$ cat src/hw/rtl/dpdw_pkg.sv
// Shared constants, types and arithmetic helpers for the DPD wall dissipative force unit.
`default_nettype none

package dpdw_pkg;

   localparam int FRAC_BITS = 16;

   localparam int PW  = 66;
   localparam int ZW  = FRAC_BITS + 2;
   localparam int UW  = FRAC_BITS + 3;
   localparam int U2W = FRAC_BITS + 4;
   localparam int U4W = FRAC_BITS + 6;
   localparam int U5W = FRAC_BITS + 7;
   localparam int QW  = FRAC_BITS + 5;
   localparam int RW  = FRAC_BITS + 3;
   localparam int WW  = FRAC_BITS + 9;

   localparam longint ONE_Q  = longint'(1) << FRAC_BITS;
   localparam longint HALF_Q = longint'(1) << (FRAC_BITS - 1);

   localparam logic signed [PW-1:0] HALF_P   = PW'(HALF_Q);
   localparam logic signed [PW-1:0] S32_MAX_P = PW'(longint'(64'h0000_0000_7FFF_FFFF));
   localparam logic signed [PW-1:0] S32_MIN_P = PW'(-longint'(64'h0000_0000_8000_0000));
   localparam logic [61:0] HALF_U62 = 62'(HALF_Q);
   localparam logic [61:0] U31_MAX  = 62'(32'h7FFF_FFFF);

   // Reciprocal of three for a 29-bit dividend, exact with a 31-bit shift.
   localparam logic [29:0] DIV3_K = 30'd715827883;
   localparam int DIV3_SHIFT = 31;

   typedef logic signed [31:0] q32_type;

   typedef enum logic [1:0] {
      AXIS_X    = 2'd0,
      AXIS_Y    = 2'd1,
      AXIS_Z    = 2'd2,
      AXIS_NONE = 2'd3
   } axis_type;

   typedef enum logic [2:0] {
      CSR_WALL_AXIS         = 3'd0,
      CSR_LEFT_WALL_POS     = 3'd1,
      CSR_RIGHT_WALL_POS    = 3'd2,
      CSR_CUTOFF_DIST       = 3'd3,
      CSR_RECIP_CUTOFF      = 3'd4,
      CSR_DISSIPATION_CONST = 3'd5,
      CSR_WALL_DENSITY      = 3'd6
   } csr_index_type;

   typedef struct packed {
      axis_type          wall_axis;
      logic signed [31:0] left_wall_pos;
      logic signed [31:0] right_wall_pos;
      logic [30:0]       cutoff_dist;
      logic [30:0]       recip_cutoff;
      logic [30:0]       dissipation_const;
      logic [30:0]       wall_density;
   } cfg_type;

   localparam logic signed [31:0] LEFT_WALL_RESET  = 32'(-(longint'(10) << FRAC_BITS));
   localparam logic signed [31:0] RIGHT_WALL_RESET = 32'(longint'(10) << FRAC_BITS);
   localparam logic [30:0]        ONE_RESET_31     = 31'(ONE_Q);

   function automatic logic signed [PW-1:0] rnd_q(input logic signed [PW-1:0] p);
      return (p + HALF_P) >>> FRAC_BITS;
   endfunction

   function automatic logic [30:0] usat31(input logic [61:0] p);
      logic [61:0] s;
      s = (p + HALF_U62) >> FRAC_BITS;
      return (s > U31_MAX) ? 31'h7FFF_FFFF : s[30:0];
   endfunction

   function automatic logic signed [31:0] ssat32(input logic signed [PW-1:0] v);
      logic signed [31:0] r;
      if (v > S32_MAX_P) begin
         r = 32'sh7FFF_FFFF;
      end else if (v < S32_MIN_P) begin
         r = 32'sh8000_0000;
      end else begin
         r = v[31:0];
      end
      return r;
   endfunction

endpackage

`default_nettype wire

$ cat src/hw/rtl/dpdw_csr.sv
// Configuration register file for the DPD wall dissipative force unit.
`default_nettype none

module dpdw_csr
   import dpdw_pkg::*;
(
   input  wire logic        clock,
   input  wire logic        reset,
   input  wire logic        csr_wr_en,
   input  wire logic [2:0]  csr_index,
   input  wire logic [31:0] csr_wdata,
   output cfg_type          cfg
);

   cfg_type cfg_ff;
   cfg_type cfg_in;

   always_comb begin
      cfg_in = cfg_ff;
      if (csr_wr_en) begin
         unique case (csr_index_type'(csr_index))
            CSR_WALL_AXIS:         cfg_in.wall_axis         = axis_type'(csr_wdata[1:0]);
            CSR_LEFT_WALL_POS:     cfg_in.left_wall_pos     = csr_wdata;
            CSR_RIGHT_WALL_POS:    cfg_in.right_wall_pos    = csr_wdata;
            CSR_CUTOFF_DIST:       cfg_in.cutoff_dist       = csr_wdata[30:0];
            CSR_RECIP_CUTOFF:      cfg_in.recip_cutoff      = csr_wdata[30:0];
            CSR_DISSIPATION_CONST: cfg_in.dissipation_const = csr_wdata[30:0];
            CSR_WALL_DENSITY:      cfg_in.wall_density      = csr_wdata[30:0];
            default:               cfg_in = cfg_ff;
         endcase
      end
   end

   always_ff @(posedge clock) begin
      if (reset) begin
         cfg_ff.wall_axis         <= AXIS_X;
         cfg_ff.left_wall_pos     <= LEFT_WALL_RESET;
         cfg_ff.right_wall_pos    <= RIGHT_WALL_RESET;
         cfg_ff.cutoff_dist       <= ONE_RESET_31;
         cfg_ff.recip_cutoff      <= ONE_RESET_31;
         cfg_ff.dissipation_const <= ONE_RESET_31;
         cfg_ff.wall_density      <= ONE_RESET_31;
      end else begin
         cfg_ff <= cfg_in;
      end
   end

   assign cfg = cfg_ff;

endmodule

`default_nettype wire

$ cat config.mk
export PLATFORM = sky130hd
export DESIGN_NAME = dpdw_csr
export DESIGN_NICKNAME = d
export VERILOG_FILES = /design/src/hw/rtl/dpdw_pkg.sv /design/src/hw/rtl/dpdw_csr.sv
export SDC_FILE = /design/constraint.sdc
export NUM_CORES = 1
export LEC_CHECK = 0
export ABC_CLOCK_PERIOD_IN_PS = 1150
export BUFFER_PORTS_ARGS = -buffer_cell sky130_fd_sc_hd__buf_4
export CAP_MARGIN = 20
export CORE_MARGIN = 2
export CORE_UTILIZATION = 35
export DETAILED_ROUTE_END_ITERATION = 8
export GPL_TIMING_DRIVEN = 0
export PLACE_DENSITY = 0.7
export SETUP_SLACK_MARGIN = 0.2
export SKIP_CTS_REPAIR_TIMING = 1
export SYNTH_ARGS = -nofsm -noshare
export SYNTH_HDL_FRONTEND = slang
export SYNTH_SLANG_ARGS = --single-unit
$ cat constraint.sdc
create_clock -name clock -period 1.15 [get_ports clock]
set_clock_uncertainty 0.15 [all_clocks]
set_input_delay 0.115 -clock clock [delete_from_list [all_inputs] [get_ports clock]]
set_output_delay 0.115 -clock clock [all_outputs]
set_load 0.005 [all_outputs]
## Word-level counts from Yosys, hierarchy flattened

Cells that the tools add are included.

- Equal/unequal tests: 6
- Reduce and logical (&&, ||, !) cells: 8

Operators by type and width:

| cell | count |
|---|---|
| $reduce_and A2 Y1 | 7 |
| $eq A3 B3 Y1 const B | 3 |
| $eq A3 B2 Y1 const B | 2 |
| $eq A3 B1 Y1 const B | 1 |
| $logic_not A3 Y1 | 1 |

- Flip-flop bits (word level): 190
- Input port bits: 38
- Output and inout port bits: 190
- Word-level logic and storage cells: 21

## Depth between registers and ports, before layout

Gate-level depths: netlist of the first run.

- Word-level depth: 2
- Depth in mapped cells: 5

## Least setup slack after synthesis of the first run

OpenSTA, ideal clock, no wires.

- Kind: input to register
- Start: input csr_index[2]
- End: register cfg_ff (netlist bit cfg[156])
- Library setup time: 0.072 ns
- Arrival: 0.963 ns
- Path slack: -0.035 ns
- Cell stages on the path: 5
- Path buffers: 3
- Cell sequence: buf_2 -> and4bb_1 -> buf_4 -> buf_6 -> mux2i_1

- Longest elaborated chain between the ends: 2

RTL lines:

| item | RTL line | RTL |
|---|---|---|
| from (decl) | dpdw_csr.sv:10 | `input wire logic [2:0] csr_index,` |
| $eq A3 B1 Y1 | dpdw_csr.sv:21 | `unique case (csr_index_type'(csr_index))` |
| $reduce_and A2 Y1 (no line) | -- |  |
| to (signal assigned) | dpdw_csr.sv:44 | `cfg_ff <= cfg_in;` |
| to (decl) | dpdw_csr.sv:15 | `cfg_type cfg_ff;` |

Every way passes these cells.
A chain may end at the register's enable or synchronous reset.

## Worst setup path after layout of the first run

- Start: register cfg_ff (netlist bit cfg[186])
- End: output cfg[186] in the netlist's numbering

RTL lines:

| item | RTL line | RTL |
|---|---|---|
| to (decl) | dpdw_csr.sv:12 | `output cfg_type cfg` |

No word-level cell between the ends.

==> run_results.csv, run 1 <==
group,metric,value,unit
synthesis,ys_seq_area_share,50.7,%
synthesis,synth_fp_nets,715,
synthesis,async_reset_ff_share,0,%
sta,fmax,874,MHz
drt,wire_per_inst,18.5,um
synthesis,netlist_area,0.00750,sq mm
outcome,violations,"hold timing",
power,ir_drop,907,uV
sta,rsz0062_at_grt,"true",
synthesis,yosys.area.top_type,"dfxtp_1",
placed_design,dp_hpwl,15800,um
sta,setup_viol,0,
worst_setup_path,cp_max_fo,2,
synthesis,synth_cell_types,13,
synthesis,synthCells,677,
worst_setup_path,worstPathArrival,880,ps
outcome,status,"finished with violations",
finish,final_util,54.9,%
clock_tree,cts_sinks,190,
sta,slew_violations,0,
worst_setup_path,cp_top_family,"flip-flops",
die,die_area,0.0226,sq mm
die,fp.dieW,150,um
finish,drive_above_1_share,52.2,%
clock_tree,cts_tree,"yes",
placed_design,gp_congestion,0.783,
synthesis,ys.flop_type,"dfxtp_1",
die,initial_core_util,35.7,%
finish,area_growth,53.7,%
run,maxCapViolCount,0,
sta,slew_headroom,63.2,%
clock_tree,clkLatencyLatePin,410,ps
synthesis,synth_top_area_share,50.7,%
clock_tree,clk_pin_slew,60,ps
power,p_leak,5.47,nW
sta,worstMarginPinSlew,551,ps
synthesis,synth.most_common_cell,"nand2b_1",
finish,nFillCells,1856,
finish,num_antenna_cells,0,
finish,largest_reg_flops,190,
die,die_h,150,um
worst_setup_path,crit_chain,"buf_6",
sta,hold_ws,-103,ps
drt,vias,5740,
clock_tree,cts_buffers,17,
finish,nets,999,
drt,first_pass_iters,4,
worst_setup_path,crit_type,"reg -> out",
drt,detail-route-antenna-nets,0,
die,num_rows,53,
sta,tns,0,ps
worst_setup_path,setup.worst_path.start_class,"flip-flop",
worst_setup_path,required,880,ps
worst_setup_path,cp-end-kind,"output pin",
placed_design,place_inst,1176,
drt,drt_iter0_markers,200,
synthesis,ys_warn_count,0,
power,finalPower,13.8,mW
finish,fin_cells,1249,
synthesis,avgSynthCellArea,11.1,sq um
grt,grt_pass1_wl,32700,um
die,io_pins,228,
drt,drc,0,
synthesis,ys_ff_latch,190,
grt,grt_max_degree,17,
grt,groute.usage.overall,19.4,%
clock_tree,root_buffer,"clkbuf_16",
min_path,hold_class,"in -> reg",
grt,overflow,0,
placed_design,port_buffers,224,
synthesis,synth-edff-count,0,
sta,post-route-period-util,99.5,%
power,power.density,1190,mW/mm^2
drt,wl,23100,um
die,coreArea,0.0210,sq mm
clock_tree,clk_path_buf_depth,2,
drt,viasPerCell,4.60,
worst_setup_path,critPathBufInv,1,
clock_tree,htreeDepth,4,
grt,grt_pass1_vias,5444,
worst_setup_path,critPathMaxStageDelay,360,ps
sta,hold_violations,68,
sta,final.min_clock_period,1140,ps
worst_setup_path,cp_slowest_cell,"dfxtp_2",
synthesis,synth_area_leaders,"dfxtp_1, mux2i_1, nand2b_1",
grt,grt_antenna_before_repair,0,
synthesis,ys_top_cells_by_count,"nand2b_1, dfxtp_1, mux2i_1, nor2_1, clkbuf_1",
[metrics by stage]
step | cell area (sq um) | worst slack, ps
4_1_cts | 10200 | -59.3
3_3_place_gp | 9660 | -272
2_1_floorplan | 7630 | 24.2
5_1_grt | 11500 | -19.2
6_report | 11500 | 6.01
3_5_place_dp | 9660 | -283
[per-layer routing]
| layer | vias up | GRT usage (%) | routed length (um) |
|---|---|---|---|
| met5 | - | 0 | 0 |
| met4 | 0 | 6.37 | 230 |
| met3 | 13 | 4.79 | 1360 |
| met2 | 142 | 30.9 | 11300 |
| met1 | 2787 | 25.8 | 10200 |
| li1 | 2798 | - | - |
[cell usage in the layout, fill, tap and decap left out]
master           n
dlygate4sd3_1   18
buf_4           59
nor2_2           1
clkbuf_4         1
clkbuf_8         6
clkinvlp_4       3
clkbuf_1        15
nand4b_1         3
clkbuf_2         7
mux2i_1        190
buf_6          203
clkinv_2         3
nand2b_2         1
buf_8           10
dfxtp_2        190
or4b_4           1
clkbuf_16       17
nand2b_1       200
nand4bb_1        2
buf_2            3
and4b_1          1
nor2_1          35
inv_6            2
nand2b_4         1
and4bb_1         2
[final cells by class]
type / count / area [sq um] / area share [%]
multi-input cells: 437 / 3410 / 29.6
repair buffers: 265 / 2750 / 23.8
clock buffers: 24 / 502 / 4.35
well taps: 275 / 344 / 2.98
plain buffers: 50 / 432 / 3.74
clock inverters: 8 / 55.1 / 0.477
flip-flops and latches: 190 / 4040 / 35.0
[kinds of logic after synthesis]
family                 count (synthesis)  share of synthesized area, %
buffers and inverters                 50                          4.02
DFF                                  190                          50.7
and+or+nand+nor                      247                          19.9
muxes                                190                          25.3
[report_power, final]
| group | switching [mW] | total [mW] | internal (mW) |
|---|---|---|---|
| registers | 0.111 | 6.86 | 6.75 |
| clock network | 2.55 | 5.61 | 3.07 |
| logic | 0.573 | 1.30 | 0.732 |
| total | 3.23 | 13.8 | 10.5 |
[final timing paths]
| kind | from | to | slack (ps) | cells past startpoint |
|---|---|---|---|---|
| max reg2reg | cfg[103]$_SDFFE_PP0P_ | cfg[103]$_SDFFE_PP0P_ | 290 | 3 |
| max | cfg[186]$_SDFFE_PP1P_ | cfg[186] | 6 | 1 |
| min | csr_index[2] | cfg[188]$_SDFFE_PP0P_ | -100 | 3 |
| min reg2reg | cfg[20]$_SDFFE_PP0P_ | cfg[20]$_SDFFE_PP0P_ | 330 | 2 |
Note: power is estimated with default switching activity, not from simulation.
==> inputs of run 2 (changes only) <==
--- a/config.mk
+++ b/config.mk
@@ -8,11 +8,13 @@
 export ABC_CLOCK_PERIOD_IN_PS = 1150
 export BUFFER_PORTS_ARGS = -buffer_cell sky130_fd_sc_hd__buf_4
 export CAP_MARGIN = 20
+export CELL_PAD_IN_SITES_DETAIL_PLACEMENT = 1
+export CELL_PAD_IN_SITES_GLOBAL_PLACEMENT = 1
 export CORE_MARGIN = 2
 export CORE_UTILIZATION = 35
 export DETAILED_ROUTE_END_ITERATION = 8
 export GPL_TIMING_DRIVEN = 0
-export PLACE_DENSITY = 0.7
+export PLACE_DENSITY = 0.85
 export SETUP_SLACK_MARGIN = 0.2
 export SKIP_CTS_REPAIR_TIMING = 1
 export SYNTH_ARGS = -nofsm -noshare
==> run_results.csv, run 2 (synthesis results as in run 1) <==
group,metric,value,unit
outcome,status,"finished with violations",
outcome,violations,"hold timing, setup timing",
grt,grt_max_degree,17,
finish,layout_common_cells,"buf_6, nand2b_1, dfxtp_2",
clock_tree,cts_buffers,17,
worst_setup_path,reg2reg_depth,3,
drt,viasPerCell,4.81,
clock_tree,cts_tree,"yes",
worst_setup_path,worstPathArrival,900,ps
worst_setup_path,cp_top_family,"flip-flops",
drt,wire_per_inst,21.2,um
worst_setup_path,critPathMaxStageDelay,370,ps
clock_tree,htreeDepth,4,
placed_design,port_buffers,224,
grt,grt_pass1_vias,6065,
worst_setup_path,setup.worst_path.start_class,"flip-flop",
clock_tree,clk_path_buf_depth,2,
min_path,hold_end,"cfg[188]$_SDFFE_PP0P_",
drt,vias,6055,
worst_setup_path,critPathBufInv,1,
power,p_leak,5.53,nW
sta,final.min_clock_period,1160,ps
run,maxCapViolCount,0,
finish,final_common_cell,"buf_6",
finish,nets,1011,
drt,first_pass_iters,4,
worst_setup_path,crit_type,"reg -> out",
min_path,hp-start,"csr_index[2]",
finish,drive_above_1_share,52.7,%
sta,hold_violations,51,
sta,hold_ws,-117,ps
finish,stdcell_area,0.0116,sq mm
die,initial_core_util,35.7,%
grt,grt_pass1_wl,35800,um
sta,slew_violations,0,
sta,worst_slack,-14.3,ps
worst_setup_path,cp-startpoint,"cfg[178]$_SDFFE_PP1P_",
worst_setup_path,reg2reg_from,"cfg[158]$_SDFFE_PP0P_",
worst_setup_path,crit_chain,"buf_6",
sta,slew_headroom,63.1,%
sta,setup_viol,8,
worst_setup_path,required,880,ps
power,power.density,1200,mW/mm^2
die,fp.dieW,150,um
worst_setup_path,r2r-end,"cfg[158]$_SDFFE_PP0P_",
drt,drt_iter0_markers,169,
power,finalPower,13.9,mW
finish,num_antenna_cells,0,
worst_setup_path,cp_max_fo,2,
finish,area_growth,55.0,%
placed_design,dp_hpwl,17300,um
clock_tree,root_buffer,"clkbuf_16",
sta,tns,-67.3,ps
finish,largest_reg_flops,190,
placed_design,post_dp_cell_area,0.00966,sq mm
sta,worstMarginPinSlew,554,ps
worst_setup_path,cp_slowest_cell,"dfxtp_2",
sta,post-route-period-util,101,%
grt,groute.usage.overall,21.3,%
worst_setup_path,r2r_slack,190,ps
grt,overflow,0,
drt,wl,26700,um
drt,detail-route-antenna-nets,0,
power,ir_drop,884,uV
worst_setup_path,cp-end-kind,"output pin",
clock_tree,clkLatencyLatePin,430,ps
sta,fmax,859,MHz
die,io_pins,228,
clock_tree,cts_sinks,190,
min_path,hold_class,"in -> reg",
min_path,hold_path_depth,3,
sta,rsz0062_at_grt,"true",
die,coreArea,0.0210,sq mm
die,die_h,150,um
die,num_rows,53,
die,die_area,0.0226,sq mm
placed_design,gp_congestion,0.756,
clock_tree,clk_pin_slew,70,ps
drt,drc,0,
grt,grt_antenna_before_repair,0,
-- run 2: changes by cell type in the layout (fill, tap and decap cells not counted), moves of 2 or more --
cell           previous run  this run
buf_4                    59        69
dlygate4sd3_1            18        20
mux2i_2                   0         2
mux2i_1                 190       188
clkinv_4                  0         2
clkbuf_8                  6         2
-- run 2: worst max path at each step --
stage | depth (start not counted) | slack (ps) | endpoint
CTS | 1 | -70 | cfg[63]
global route | 1 | -50 | cfg[153]
floorplan | 5 | 20 | cfg[156]$_SDFFE_PP0P_
finish | 1 | -10 | cfg[178]
detailed placement | 4 | -280 | cfg[171]$_SDFFE_PP0P_
global placement | 4 | -250 | cfg[171]$_SDFFE_PP0P_
-- run 2: final cells by class --
type / count / area [sq um]
multi-input combinational: 437 / 3420
fill: 2175 / 9390
clock inverter: 10 / 91.3
clock buffer: 21 / 450
timing repair buffer: 277 / 2840
tap: 275 / 344
buffer: 50 / 437
sequential: 190 / 4040
-- run 2: where the power goes --
part           switching [mW]  leakage, nW  internal [mW]
Sequential              0.117         1.61           6.75
Clock                    2.66        0.263           3.03
Combinational           0.608         3.66          0.748
Total                    3.39         5.53           10.5
-- run 2: metrics by stage --
step	worst slack [ps]	std cells	utilization [%]
after detailed placement	-280	1176	45.9
final	-14.3	1260	55.3
after floorplan	24.2	677	-
after global placement	-254	1176	45.9
after global routing	-45.7	1260	55.3
after CTS	-73.2	1207	48.5
-- run 2: worst register-to-register path, delay by kind of cell (launching register included) --
| kind | cells | cell delay [ps] |
|---|---|---|
| buffers and inverters | 1 | 110 |
| and+or+nand+nor | 1 | 80 |
| muxes | 1 | 180 |
| DFF | 1 | 350 |
-- run 2: layer usage --
metal / track usage, % / vias up / share of wire (%)
li1: - / 2815 / -
met1: 26.0 / 3011 / 41
met2: 36.1 / 176 / 51
met3: 5.76 / 53 / 5.2
met4: 7.31 / 0 / 2.9
met5: 0 / - / 0
==> inputs of run 3 (changes only) <==
--- a/config.mk
+++ b/config.mk
@@ -12,8 +12,10 @@
 export CELL_PAD_IN_SITES_GLOBAL_PLACEMENT = 1
 export CORE_MARGIN = 2
 export CORE_UTILIZATION = 35
+export CTS_BUF_LIST = sky130_fd_sc_hd__clkbuf_2 sky130_fd_sc_hd__clkbuf_4 sky130_fd_sc_hd__clkbuf_8
 export DETAILED_ROUTE_END_ITERATION = 8
 export GPL_TIMING_DRIVEN = 0
+export HOLD_SLACK_MARGIN = 0.1
 export PLACE_DENSITY = 0.85
 export SETUP_SLACK_MARGIN = 0.2
 export SKIP_CTS_REPAIR_TIMING = 1
==> run_results.csv, run 3 (synthesis results as in run 1) <==
group,metric,value,unit
finish,nFillCells,2208,
sta,rsz0062_at_grt,"true",
finish,num_antenna_cells,0,
die,coreArea,0.0210,sq mm
placed_design,gp_congestion,0.756,
worst_setup_path,crit_chain,"buf_6",
worst_setup_path,cp_max_fo,2,
power,ir_drop,617,uV
worst_setup_path,worstPathArrival,940,ps
sta,slew_violations,0,
clock_tree,clk_pin_slew,90,ps
power,power.density,1100,mW/mm^2
clock_tree,htreeDepth,4,
finish,final_common_cell,"buf_6",
finish,stdcell_area,0.0114,sq mm
die,die_h,150,um
die,initial_core_util,35.7,%
sta,post-route-period-util,105,%
grt,gr-usage-met1,25.9,%
worst_setup_path,reg2reg_depth,3,
finish,area_growth,52.3,%
placed_design,dp_hpwl,17300,um
placed_design,place_ws,-280,ps
grt,groute.usage.overall,21.0,%
die,io_pins,228,
worst_setup_path,setup.worst_path.start_class,"flip-flop",
worst_setup_path,critPathMaxStageDelay,370,ps
clock_tree,cts_tree,"yes",
worst_setup_path,cp_slowest_cell,"dfxtp_2",
sta,worstMarginPinSlew,646,ps
sta,hold_violations,43,
finish,largest_reg_flops,190,
worst_setup_path,r2r_slack,210,ps
sta,setup_viol,190,
grt,met2_usage,35.4,%
worst_setup_path,cp-endpoint,"cfg[189]",
worst_setup_path,cp-startpoint,"cfg[189]$_SDFFE_PP0P_",
worst_setup_path,crit_type,"reg -> out",
sta,fmax,832,MHz
clock_tree,clkLatencyLatePin,460,ps
placed_design,post_dp_cell_area,0.00966,sq mm
die,num_rows,53,
placed_design,port_buffers,224,
grt,grt-busiest-layer,"met2",
worst_setup_path,critPathBufInv,1,
finish,fin_cells,1259,
clock_tree,root_buffer,"clkbuf_8",
grt,grt_pass1_wl,35400,um
clock_tree,clk_path_buf_depth,2,
sta,hold_ws,-152,ps
drt,drt_iter0_markers,202,
drt,drc,0,
finish,drive_above_1_share,51.8,%
grt,grt_antenna_before_repair,0,
finish,layout_common_cells,"buf_6, nand2b_1, mux2i_1, dfxtp_2, buf_4",
sta,slew_headroom,56.9,%
drt,first_pass_iters,4,
worst_setup_path,reg2reg_from,"cfg[0]$_SDFFE_PP0P_",
outcome,status,"finished with violations",
worst_setup_path,r2r-end,"cfg[0]$_SDFFE_PP0P_",
finish,final_util,54.4,%
outcome,violations,"hold timing, setup timing",
worst_setup_path,path_depth,1,
sta,worst_slack,-52.3,ps
drt,viasPerCell,4.84,
sta,tns,-5370,ps
grt,overflow,0,
finish,nets,1010,
die,fp.dieW,150,um
clock_tree,cts_buffers,17,
grt,use_met3,5.64,%
worst_setup_path,cp_top_family,"flip-flops",
grt,grt_max_degree,17,
grt,grt_pass1_vias,6047,
drt,wire_per_inst,21.5,um
run,maxCapViolCount,0,
power,p_leak,5.43,nW
drt,wl,27100,um
worst_setup_path,required,880,ps
die,die_area,0.0226,sq mm
clock_tree,cts_sinks,190,
power,finalPower,12.5,mW
drt,vias,6089,
min_path,hold_class,"in -> reg",
drt,detail-route-antenna-nets,0,
placed_design,place_inst,1176,
sta,final.min_clock_period,1200,ps
worst_setup_path,cp-end-kind,"output pin",
run 3: cell types whose count changed in the layout (fill, tap and decap cells not counted), moves of 3 or more:
| cell | previous run | this run |
|---|---|---|
| clkbuf_4 | 1 | 4 |
| clkbuf_2 | 7 | 4 |
| clkbuf_16 | 17 | 0 |
| clkbuf_8 | 2 | 19 |
| dlygate4sd3_1 | 20 | 24 |
| buf_4 | 69 | 64 |
run 3: worst min path at each step:
stage,cells past startpoint,startpoint,end
2_1_floorplan,2,csr_wdata[31],cfg[155]$_SDFFE_PP0P_
3_3_place_gp,3,csr_wdata[31],cfg[187]$_SDFFE_PP1P_
3_5_place_dp,3,csr_wdata[31],cfg[187]$_SDFFE_PP1P_
4_1_cts,3,csr_wdata[20],cfg[176]$_SDFFE_PP1P_
5_1_grt,3,csr_index[2],cfg[188]$_SDFFE_PP0P_
6_report,3,csr_index[2],cfg[188]$_SDFFE_PP0P_
run 3: power by group:
| part | leakage (nW) | total, mW | internal [mW] | switching [mW] |
|---|---|---|---|---|
| clock network | 0.186 | 4.32 | 1.83 | 2.48 |
| logic | 3.63 | 1.36 | 0.748 | 0.616 |
| registers | 1.61 | 6.86 | 6.75 | 0.117 |
| total | 5.43 | 12.5 | 9.33 | 3.22 |
run 3: layer usage:
metal | vias up | wire length [um] | part of all wire, %
met4 | 0 | 811 | 3.0
met5 | - | 0 | 0
met3 | 52 | 1470 | 5.4
met1 | 3042 | 10900 | 40
met2 | 181 | 13900 | 51
li1 | 2814 | - | -
run 3: cell type report:
cell class / instances / area, sq um / area share, %
Timing Repair Buffer: 276 / 2850 / 24.9
Buffer: 50 / 428 / 3.74
Tap cell: 275 / 344 / 3.01
Sequential cell: 190 / 4040 / 35.4
Clock buffer: 21 / 270 / 2.36
Multi-Input combinational cell: 437 / 3410 / 29.8
Clock inverter: 10 / 91.3 / 0.799
run 3: worst reg2reg max path: stages (launching register included):
cell and delay, ps:
dfxtp_2 360, buf_4 110, nand2b_1 60, mux2i_1 170
